**config.mk**
```make
export PLATFORM = sky130hd
export DESIGN_NAME = pbsil_ctrl_flat
export DESIGN_NICKNAME = d
export VERILOG_FILES = /design/src/rtl/pbsil_pkg.sv /design/src/rtl/pbsil_in_if.sv /design/src/rtl/pbsil_out_if.sv /design/src/rtl/pbsil_ctrl.sv /design/src/flat_wrapper.sv
export SDC_FILE = /design/constraint.sdc
export NUM_CORES = 2
export LEC_CHECK = 0
export BUFFER_PORTS_ARGS = -buffer_cell sky130_fd_sc_hd__buf_2
export CAP_MARGIN = 25
export CORE_UTILIZATION = 51
export DETAILED_ROUTE_END_ITERATION = 16
export PLACE_DENSITY_LB_ADDON = 0.1
export SYNTH_ARGS = -nofsm -noshare
export SYNTH_HDL_FRONTEND = slang
export SYNTH_SLANG_ARGS = --single-unit
```
**constraint.sdc**
```tcl
create_clock -name clk -period 8.45 [get_ports clk]
set_input_delay 0 -clock clk [delete_from_list [all_inputs] [get_ports clk]]
set_output_delay 0 -clock clk [all_outputs]
set_load 0.1 [all_outputs]
```
**src/rtl/pbsil_pkg.sv**
```systemverilog
// shared constants, codes and types of the bucketed sorted lookup core
`timescale 1ns / 1ps

package pbsil_pkg;

    localparam int TABLE_DEPTH   = 65536;
    localparam int PREFIX_MAX    = 12;

    localparam int ADDR_W        = $clog2(TABLE_DEPTH);
    localparam int CNT_W         = ADDR_W + 1;
    localparam int BUCKET_W      = PREFIX_MAX;
    localparam int BUCKET_COUNT  = 1 << PREFIX_MAX;
    localparam int NUB_W         = BUCKET_W + 1;

    localparam int KEY_W         = 64;
    localparam int CMD_W         = 2;
    localparam int ENTRY_INDEX_W = 16;
    localparam int STATUS_W      = 2;

    localparam int KEY_BITS_W    = 7;
    localparam int BUCKET_BITS_W = 4;
    localparam int CFG_DATA_W    = 7;
    localparam int REG_IDX_W     = 1;

    localparam logic [REG_IDX_W-1:0] REG_KEY_BITS    = 1'b0;
    localparam logic [REG_IDX_W-1:0] REG_BUCKET_BITS = 1'b1;

    localparam logic [KEY_BITS_W-1:0]    KEY_BITS_RST    = 7'd64;
    localparam logic [BUCKET_BITS_W-1:0] BUCKET_BITS_RST = 4'd12;

    typedef enum logic [CMD_W-1:0] {
        CMD_CLEAR  = 2'd0,
        CMD_APPEND = 2'd1,
        CMD_LOOKUP = 2'd2,
        CMD_NOP    = 2'd3
    } cmd_t;

    typedef enum logic [STATUS_W-1:0] {
        ST_OK    = 2'd0,
        ST_ORDER = 2'd1,
        ST_WIDE  = 2'd2,
        ST_FULL  = 2'd3
    } status_t;

    typedef struct packed {
        logic [KEY_BITS_W-1:0]    key_bits;
        logic [BUCKET_BITS_W-1:0] bucket_bits;
    } cfg_t;

    typedef struct packed {
        logic              we;
        logic [ADDR_W-1:0] waddr;
        logic [KEY_W-1:0]  wdata;
        logic [ADDR_W-1:0] raddr;
    } key_mem_req_t;

    typedef struct packed {
        logic                we;
        logic [BUCKET_W-1:0] waddr;
        logic [CNT_W-1:0]    wdata;
        logic [BUCKET_W-1:0] raddr;
    } bkt_mem_req_t;

endpackage

```
**src/rtl/pbsil_in_if.sv**
```systemverilog
// request channel: command and key
`timescale 1ns / 1ps

interface pbsil_in_if;
    logic                         valid;
    logic                         ready;
    logic [pbsil_pkg::CMD_W-1:0]  command;
    logic [pbsil_pkg::KEY_W-1:0]  key_value;

    modport source (output valid, command, key_value, input ready);
    modport sink (input valid, command, key_value, output ready);
endinterface

```
**src/rtl/pbsil_out_if.sv**
```systemverilog
// response channel: found flag, entry index and status
`timescale 1ns / 1ps

interface pbsil_out_if;
    logic                                valid;
    logic                                ready;
    logic                                found;
    logic [pbsil_pkg::ENTRY_INDEX_W-1:0] entry_index;
    logic [pbsil_pkg::STATUS_W-1:0]      status;

    modport source (output valid, found, entry_index, status, input ready);
    modport sink (input valid, found, entry_index, status, output ready);
endinterface

```
**src/rtl/pbsil_ctrl.sv**
```systemverilog
// sequencer: clear, append with bucket fill, windowed binary search, result register
`timescale 1ns / 1ps

module pbsil_ctrl (
    input  logic                                clk,
    input  logic                                rst_n,
    pbsil_in_if.sink                            req,
    pbsil_out_if.source                         rsp,
    input  pbsil_pkg::cfg_t                     cfg,
    output pbsil_pkg::key_mem_req_t             key_req,
    input  logic [pbsil_pkg::KEY_W-1:0]         key_rdata,
    output pbsil_pkg::bkt_mem_req_t             bkt_req,
    input  logic [pbsil_pkg::CNT_W-1:0]         bkt_rdata
);

    typedef enum logic [2:0] {
        S_IDLE,
        S_DECODE,
        S_FILL,
        S_APPEND,
        S_BWAIT,
        S_SEARCH,
        S_FINAL,
        S_DONE
    } state_t;

    state_t                                state_reg, state_next;
    pbsil_pkg::cmd_t                       cmd_reg, cmd_next;
    logic [pbsil_pkg::KEY_W-1:0]           key_reg, key_next;
    logic [pbsil_pkg::CNT_W-1:0]           count_reg, count_next;
    logic [pbsil_pkg::NUB_W-1:0]           nub_reg, nub_next;
    logic [pbsil_pkg::CNT_W-1:0]           cur_run_reg, cur_run_next;
    logic [pbsil_pkg::CNT_W-1:0]           long_run_reg, long_run_next;
    logic [pbsil_pkg::KEY_W-1:0]           prev_key_reg, prev_key_next;
    logic [pbsil_pkg::BUCKET_W-1:0]        bucket_reg, bucket_next;
    logic                                  use_bkt_reg, use_bkt_next;
    logic                                  new_run_reg, new_run_next;
    logic [pbsil_pkg::CNT_W-1:0]           first_reg, first_next;
    logic [pbsil_pkg::CNT_W-1:0]           n_reg, n_next;
    logic [pbsil_pkg::CNT_W-1:0]           mid_reg, mid_next;
    logic [pbsil_pkg::CNT_W-1:0]           end_reg, end_next;
    logic                                  res_found_reg, res_found_next;
    logic [pbsil_pkg::ENTRY_INDEX_W-1:0]   res_index_reg, res_index_next;
    pbsil_pkg::status_t                    res_status_reg, res_status_next;
    logic                                  out_valid_reg, out_valid_next;
    logic                                  out_found_reg, out_found_next;
    logic [pbsil_pkg::ENTRY_INDEX_W-1:0]   out_index_reg, out_index_next;
    pbsil_pkg::status_t                    out_status_reg, out_status_next;

    logic [pbsil_pkg::KEY_BITS_W-1:0]      k_eff;
    logic [pbsil_pkg::KEY_BITS_W-1:0]      p_eff;
    logic [pbsil_pkg::KEY_BITS_W-1:0]      shift_amt;
    logic [pbsil_pkg::KEY_W-1:0]           key_shifted;
    logic [pbsil_pkg::BUCKET_W-1:0]        bucket_v;
    logic                                  wide_v;
    logic [pbsil_pkg::CNT_W-1:0]           start_v;
    logic [pbsil_pkg::CNT_W-1:0]           lim_v;
    logic [pbsil_pkg::CNT_W-1:0]           run_v;
    logic [pbsil_pkg::CNT_W-1:0]           half_v;
    logic [pbsil_pkg::CNT_W-1:0]           first_v;
    logic [pbsil_pkg::CNT_W-1:0]           n_v;
    logic [pbsil_pkg::CNT_W-1:0]           mid_v;

    // effective widths and bucket of the held key
    always_comb
    begin
        if (cfg.key_bits == '0)
        begin
            k_eff = pbsil_pkg::KEY_BITS_W'(1);
        end
        else if (cfg.key_bits > pbsil_pkg::KEY_BITS_W'(pbsil_pkg::KEY_W))
        begin
            k_eff = pbsil_pkg::KEY_BITS_W'(pbsil_pkg::KEY_W);
        end
        else
        begin
            k_eff = cfg.key_bits;
        end

        p_eff = pbsil_pkg::KEY_BITS_W'(cfg.bucket_bits);
        if (p_eff == '0)
        begin
            p_eff = pbsil_pkg::KEY_BITS_W'(1);
        end
        if (p_eff > pbsil_pkg::KEY_BITS_W'(pbsil_pkg::PREFIX_MAX))
        begin
            p_eff = pbsil_pkg::KEY_BITS_W'(pbsil_pkg::PREFIX_MAX);
        end
        if (p_eff > k_eff)
        begin
            p_eff = k_eff;
        end

        shift_amt   = k_eff - p_eff;
        key_shifted = key_reg >> shift_amt;
        bucket_v    = pbsil_pkg::BUCKET_W'(key_shifted)
                    & ~({pbsil_pkg::BUCKET_W{1'b1}} << p_eff);
        wide_v      = (k_eff < pbsil_pkg::KEY_BITS_W'(pbsil_pkg::KEY_W))
                    && ((key_reg >> k_eff) != '0);
    end

    always_comb
    begin
        state_next      = state_reg;
        cmd_next        = cmd_reg;
        key_next        = key_reg;
        count_next      = count_reg;
        nub_next        = nub_reg;
        cur_run_next    = cur_run_reg;
        long_run_next   = long_run_reg;
        prev_key_next   = prev_key_reg;
        bucket_next     = bucket_reg;
        use_bkt_next    = use_bkt_reg;
        new_run_next    = new_run_reg;
        first_next      = first_reg;
        n_next          = n_reg;
        mid_next        = mid_reg;
        end_next        = end_reg;
        res_found_next  = res_found_reg;
        res_index_next  = res_index_reg;
        res_status_next = res_status_reg;
        out_valid_next  = out_valid_reg;
        out_found_next  = out_found_reg;
        out_index_next  = out_index_reg;
        out_status_next = out_status_reg;

        start_v = '0;
        lim_v   = '0;
        run_v   = '0;
        half_v  = '0;
        first_v = '0;
        n_v     = '0;
        mid_v   = '0;

        key_req.we    = 1'b0;
        key_req.waddr = count_reg[pbsil_pkg::ADDR_W-1:0];
        key_req.wdata = key_reg;
        key_req.raddr = mid_reg[pbsil_pkg::ADDR_W-1:0];
        bkt_req.we    = 1'b0;
        bkt_req.waddr = nub_reg[pbsil_pkg::BUCKET_W-1:0];
        bkt_req.wdata = count_reg;
        bkt_req.raddr = bucket_v;

        if (rsp.ready)
        begin
            out_valid_next = 1'b0;
        end

        case (state_reg)
            S_IDLE:
            begin
                if (req.valid)
                begin
                    cmd_next   = pbsil_pkg::cmd_t'(req.command);
                    key_next   = req.key_value;
                    state_next = S_DECODE;
                end
            end

            S_DECODE:
            begin
                res_found_next  = 1'b0;
                res_index_next  = '0;
                res_status_next = pbsil_pkg::ST_OK;
                state_next      = S_DONE;
                case (cmd_reg)
                    pbsil_pkg::CMD_CLEAR:
                    begin
                        count_next    = '0;
                        nub_next      = '0;
                        cur_run_next  = '0;
                        long_run_next = '0;
                        prev_key_next = '0;
                    end

                    pbsil_pkg::CMD_APPEND:
                    begin
                        res_index_next = pbsil_pkg::ENTRY_INDEX_W'(count_reg);
                        if (wide_v)
                        begin
                            res_status_next = pbsil_pkg::ST_WIDE;
                        end
                        else if ((count_reg != '0) && (key_reg < prev_key_reg))
                        begin
                            res_status_next = pbsil_pkg::ST_ORDER;
                        end
                        else if (count_reg >= pbsil_pkg::CNT_W'(pbsil_pkg::TABLE_DEPTH))
                        begin
                            res_status_next = pbsil_pkg::ST_FULL;
                        end
                        else
                        begin
                            bucket_next = bucket_v;
                            if ({1'b0, bucket_v} >= nub_reg)
                            begin
                                new_run_next = 1'b1;
                                state_next   = S_FILL;
                            end
                            else
                            begin
                                new_run_next = 1'b0;
                                state_next   = S_APPEND;
                            end
                        end
                    end

                    pbsil_pkg::CMD_LOOKUP:
                    begin
                        if (wide_v)
                        begin
                            res_status_next = pbsil_pkg::ST_WIDE;
                        end
                        else
                        begin
                            use_bkt_next = ({1'b0, bucket_v} < nub_reg);
                            state_next   = S_BWAIT;
                        end
                    end

                    default:
                    begin
                        state_next = S_DONE;
                    end
                endcase
            end

            // one bucket start written per cycle up to the key's bucket
            S_FILL:
            begin
                bkt_req.we = 1'b1;
                nub_next   = nub_reg + 1'b1;
                if (nub_reg == {1'b0, bucket_reg})
                begin
                    state_next = S_APPEND;
                end
            end

            S_APPEND:
            begin
                key_req.we    = 1'b1;
                count_next    = count_reg + 1'b1;
                prev_key_next = key_reg;
                run_v         = new_run_reg ? pbsil_pkg::CNT_W'(1) : cur_run_reg + 1'b1;
                cur_run_next  = run_v;
                if (run_v > long_run_reg)
                begin
                    long_run_next = run_v;
                end
                state_next = S_DONE;
            end

            // bucket start is back: clamp and issue the first probe unless the window is empty
            S_BWAIT:
            begin
                start_v = use_bkt_reg ? bkt_rdata : count_reg;
                lim_v   = count_reg - long_run_reg;
                if (start_v > lim_v)
                begin
                    start_v = lim_v;
                end
                first_next = start_v;
                end_next   = start_v + long_run_reg;
                n_next     = long_run_reg;
                if (long_run_reg != '0)
                begin
                    mid_v         = start_v + (long_run_reg >> 1);
                    mid_next      = mid_v;
                    key_req.raddr = mid_v[pbsil_pkg::ADDR_W-1:0];
                    state_next    = S_SEARCH;
                end
                else
                begin
                    state_next = S_DONE;
                end
            end

            // probe data is back: narrow the window and issue the next probe
            S_SEARCH:
            begin
                half_v = n_reg >> 1;
                if (key_rdata < key_reg)
                begin
                    first_v = mid_reg + 1'b1;
                    n_v     = n_reg - half_v - 1'b1;
                end
                else
                begin
                    first_v = first_reg;
                    n_v     = half_v;
                end
                first_next = first_v;
                n_next     = n_v;
                if (n_v != '0)
                begin
                    mid_v         = first_v + (n_v >> 1);
                    mid_next      = mid_v;
                    key_req.raddr = mid_v[pbsil_pkg::ADDR_W-1:0];
                end
                else if (first_v < end_reg)
                begin
                    key_req.raddr = first_v[pbsil_pkg::ADDR_W-1:0];
                    state_next    = S_FINAL;
                end
                else
                begin
                    state_next = S_DONE;
                end
            end

            S_FINAL:
            begin
                if (key_rdata == key_reg)
                begin
                    res_found_next = 1'b1;
                    res_index_next = pbsil_pkg::ENTRY_INDEX_W'(first_reg);
                end
                state_next = S_DONE;
            end

            S_DONE:
            begin
                if (!out_valid_reg || rsp.ready)
                begin
                    out_valid_next  = 1'b1;
                    out_found_next  = res_found_reg;
                    out_index_next  = res_index_reg;
                    out_status_next = res_status_reg;
                    state_next      = S_IDLE;
                end
            end

            default:
            begin
                state_next = S_IDLE;
            end
        endcase
    end

    always_ff @(posedge clk or negedge rst_n)
    begin
        if (!rst_n)
        begin
            state_reg      <= S_IDLE;
            cmd_reg        <= pbsil_pkg::CMD_NOP;
            key_reg        <= '0;
            count_reg      <= '0;
            nub_reg        <= '0;
            cur_run_reg    <= '0;
            long_run_reg   <= '0;
            prev_key_reg   <= '0;
            bucket_reg     <= '0;
            use_bkt_reg    <= 1'b0;
            new_run_reg    <= 1'b0;
            first_reg      <= '0;
            n_reg          <= '0;
            mid_reg        <= '0;
            end_reg        <= '0;
            res_found_reg  <= 1'b0;
            res_index_reg  <= '0;
            res_status_reg <= pbsil_pkg::ST_OK;
            out_valid_reg  <= 1'b0;
            out_found_reg  <= 1'b0;
            out_index_reg  <= '0;
            out_status_reg <= pbsil_pkg::ST_OK;
        end
        else
        begin
            state_reg      <= state_next;
            cmd_reg        <= cmd_next;
            key_reg        <= key_next;
            count_reg      <= count_next;
            nub_reg        <= nub_next;
            cur_run_reg    <= cur_run_next;
            long_run_reg   <= long_run_next;
            prev_key_reg   <= prev_key_next;
            bucket_reg     <= bucket_next;
            use_bkt_reg    <= use_bkt_next;
            new_run_reg    <= new_run_next;
            first_reg      <= first_next;
            n_reg          <= n_next;
            mid_reg        <= mid_next;
            end_reg        <= end_next;
            res_found_reg  <= res_found_next;
            res_index_reg  <= res_index_next;
            res_status_reg <= res_status_next;
            out_valid_reg  <= out_valid_next;
            out_found_reg  <= out_found_next;
            out_index_reg  <= out_index_next;
            out_status_reg <= out_status_next;
        end
    end

    assign req.ready       = (state_reg == S_IDLE);
    assign rsp.valid       = out_valid_reg;
    assign rsp.found       = out_found_reg;
    assign rsp.entry_index = out_index_reg;
    assign rsp.status      = out_status_reg;

endmodule

```
**src/flat_wrapper.sv**
```systemverilog
// flat-port wrapper written by rule: the top's interface ports become plain ports
module pbsil_ctrl_flat 
  (clk, rst_n, cfg, key_req, key_rdata, bkt_req, bkt_rdata, req_valid, req_command, req_key_value, req_ready, rsp_valid, rsp_found, rsp_entry_index, rsp_status, rsp_ready);
  pbsil_in_if req_i ();
  pbsil_out_if rsp_i ();
  input  logic clk;
  input  logic rst_n;
  input  pbsil_pkg::cfg_t cfg;
  output pbsil_pkg::key_mem_req_t key_req;
  input  logic [pbsil_pkg::KEY_W-1:0] key_rdata;
  output pbsil_pkg::bkt_mem_req_t bkt_req;
  input  logic [pbsil_pkg::CNT_W-1:0] bkt_rdata;
  input wire logic [$bits(req_i.valid)-1:0] req_valid;
  input wire logic [$bits(req_i.command)-1:0] req_command;
  input wire logic [$bits(req_i.key_value)-1:0] req_key_value;
  output wire logic [$bits(req_i.ready)-1:0] req_ready;
  output wire logic [$bits(rsp_i.valid)-1:0] rsp_valid;
  output wire logic [$bits(rsp_i.found)-1:0] rsp_found;
  output wire logic [$bits(rsp_i.entry_index)-1:0] rsp_entry_index;
  output wire logic [$bits(rsp_i.status)-1:0] rsp_status;
  input wire logic [$bits(rsp_i.ready)-1:0] rsp_ready;
  assign req_i.valid = req_valid;
  assign req_i.command = req_command;
  assign req_i.key_value = req_key_value;
  assign req_ready = req_i.ready;
  assign rsp_valid = rsp_i.valid;
  assign rsp_found = rsp_i.found;
  assign rsp_entry_index = rsp_i.entry_index;
  assign rsp_status = rsp_i.status;
  assign rsp_i.ready = rsp_ready;
  pbsil_ctrl u_core (.clk(clk), .rst_n(rst_n), .req(req_i), .rsp(rsp_i), .cfg(cfg), .key_req(key_req), .key_rdata(key_rdata), .bkt_req(bkt_req), .bkt_rdata(bkt_rdata));
endmodule
```
==> results.py <==
metrics = {
    "grt": {
        "grt_first_pass_wirelength_um": 174700,
        "grt_max_degree": 160,
        "antenna_found_initial": 3,
        "grt_pass1_vias": 28490,
        "grt_overflow": 0,
        "grt_usage_pct": 37.82,
    },
    "synthesis": {
        "synth_edf_count": 0,
        "synth-seq-cells": 318,
        "synth_top_area_share_pct": 26.22,
        "synth_ff_type": "dfrtp_1",
        "netlist_area_um2": 30160,
        "synth-async-reset-ratio_pct": 100.0,
        "avgSynthCellArea_um2": 8.067,
        "yosysWarnings": 0,
        "synth_cell_types": 94,
        "synth_nets": 4192,
        "syn_inst": 3739,
        "ys_seq_area_share_pct": 26.39,
        "synth.area.top_cells": "dfrtp_1 26%, ha_1 12%, o21ai_0 6.4%",
        "yosysTopAreaCell": "dfrtp_1",
    },
    "drt": {
        "vias_per_cell": 6.410,
        "first_pass_iters": 6,
        "drt_iter0_drc": 4277,
        "drc": 0,
        "wl_per_cell_um": 23.91,
        "route.vias.total": 31005,
        "ant_nets": 0,
        "wirelength_um": 115700,
    },
    "critical_path": {
        "required_ns": 8.45,
        "critPathKind": "flop to output pin",
        "cp_slowest_cell": "or4_1",
        "crit_fanout": 10,
        "worst_setup_path_end_kind": "output pin",
        "cp-start-kind": "flop",
        "arrival_ns": 8.05,
        "slowest_delay_ns": 0.47,
    },
    "finish": {
        "nets": 4494,
        "finalInstanceArea_um2": 35150,
        "layout_common_cells": "427 x nand2_1, 384 x o21ai_0, 313 x dfrtp_1, 305 x buf_2, 284 x ha_1",
        "layout_commonest_cell": "nand2_1",
        "drive_above_1_share_pct": 16.68,
        "syn2layout_area_growth_pct": 16.54,
    },
    "cts": {
        "h-tree-depth": 2,
        "cts.sinks": 318,
        "cts_root_buf": "clkbuf_16",
        "cts_tree": "done",
        "cts_buffer_depth": 3,
        "clk_pin_slew_ns": 0.06,
        "clk_latency_ns": 0.60,
        "cts_made_buffers": 42,
    },
    "die": {
        "core_um2": 58030,
        "die_area_um2": 60120,
        "die_y_um": 245.2,
        "start_util_pct": 51.98,
        "io_pins": 322,
        "rows": 88,
        "fp.dieW_um": 245.2,
    },
    "sta": {
        "relSlewSlack_pct": 24.92,
        "max_slew.worst_pin.slew_ns": 1.126,
        "post-route-period-util_pct": 95.25,
        "fmax_ghz": 0.1242,
        "drv_slew": 0,
        "clock_skew_ns": 0.02781,
        "hold_violations": 0,
        "layout_min_cycle_time_ns": 8.049,
        "rsz0062_at_grt": "yes",
        "setup_violations": 0,
    },
    "place": {
        "place_area_um2": 32820,
        "dpl.hpwl_um": 85730,
        "io_buffers": 321,
        "gp_congestion": 1.005,
    },
    "min_path": {
        "hp-class": "primary input to async pin",
    },
    "status": {
        "outcome": "completed",
    },
    "job": {
        "cap_violations": 0,
    },
}
cells by family after synthesis:
kind of cell / synth area share, %
AOI/OAI and AO/OA: 22.65
adders and majority gates: 12.22
muxes: 9.968
xor gates and xnor gates: 3.368
DFF: 26.39
and+or+nand+nor: 18.52
buffers and inverters: 6.882
worst paths after layout:
kind,to,slack [ns],from,cells past startpoint
worst max-delay path,key_req[13],0.40,u_core.count_reg[0],34
worst min-delay path,u_core.key_reg[21],0.06,rst_n,2
worst max register to register,u_core.mid_reg[15],0.76,u_core.count_reg[0],34
worst min register to register,u_core.end_reg[13],0.47,u_core.end_reg[13],2
max in group asynchronous,u_core.long_run_reg[0],6.95,rst_n,3
min in group clk,u_core.first_reg[2],0.12,bkt_rdata[2],5
area by class of cell:
cell class / instances / area (um2)
diodes: 1 / 2.502
clock buffers: 60 / 1190
clock inverters: 14 / 147.6
fillers: 5243 / 22880
inverters: 249 / 934.6
multi-input cells: 2915 / 20390
flip-flops and latches: 318 / 7964
well taps: 765 / 957.2
repair buffers: 515 / 3566
critical path: cells and delay by family (launching register included):
family / cells / cell delay, ns
AOI/OAI and AO/OA: 18 / 3.53
adders and majority gates: 4 / 1.11
buffers and inverters: 3 / 0.37
and+or+nand+nor: 8 / 1.65
muxes: 1 / 0.41
DFF: 1 / 0.37
cell usage after synthesis, types with 10 or more instances:
library cell  count
nor2_1          228
nor3_1           75
a22oi_1          25
dfrtp_1         316
nand4_1          57
a22o_1           16
and3_1           25
a31oi_1          55
xor2_1           52
a21oi_1         208
inv_1           246
o31ai_1          17
nand3b_1         11
xnor2_1          64
clkbuf_1        187
a21o_1           85
nor4_1           27
or2_2            13
ha_1            285
nand2b_1         22
buf_4            30
mux2i_1         135
nand2_1         428
or3_1            18
a221oi_1         19
o211a_1          10
buf_2            15
and2_1           17
a311oi_1         10
o22ai_1          17
a2111oi_0        11
o21ai_0         386
nand3_1         190
o211ai_1         38
a211oi_1         43
mux4_2           40
mux2_2           54
o21a_1           26
nor2b_1          37
buf_1            19
what timing repair did:
item | 4_1_cts | 5_1_grt
gates resized for setup | 1 | 10
hold buffers | 82 | 0
pin swaps | 0 | 3
setup endpoints to repair | 1 | 6
endpoints found under the hold margin | 162 | 0
cloned | 0 | 0
buffers inserted | 0 | 9
per-layer routing:
layer	track usage, %	up-vias	wire length, um
li1	-	14196	-
met1	56.42	14700	51010
met2	53.44	1804	46970
met3	7.107	303	13100
met4	14.23	2	4585
met5	0	-	14
metrics by stage:
stage	hold slack [ns]	TNS, ns	util [%]	cells	setup slack [ns]
after floorplan	-0.2956	-0.01432	-	3739	-0.01432
after global placement	0.1056	0	56.56	4667	0.6640
after detailed placement	0.1019	0	56.56	4667	0.5339
after CTS	0.08630	0	60.28	4823	0.02609
after global routing	0.1153	-0.07725	60.57	4836	-0.05715
final	0.05857	0	60.58	4837	0.4014
Power is left out: the tool's default activity adds up to more than one toggle a clock period on the data nets, which glitch-free logic cannot reach.
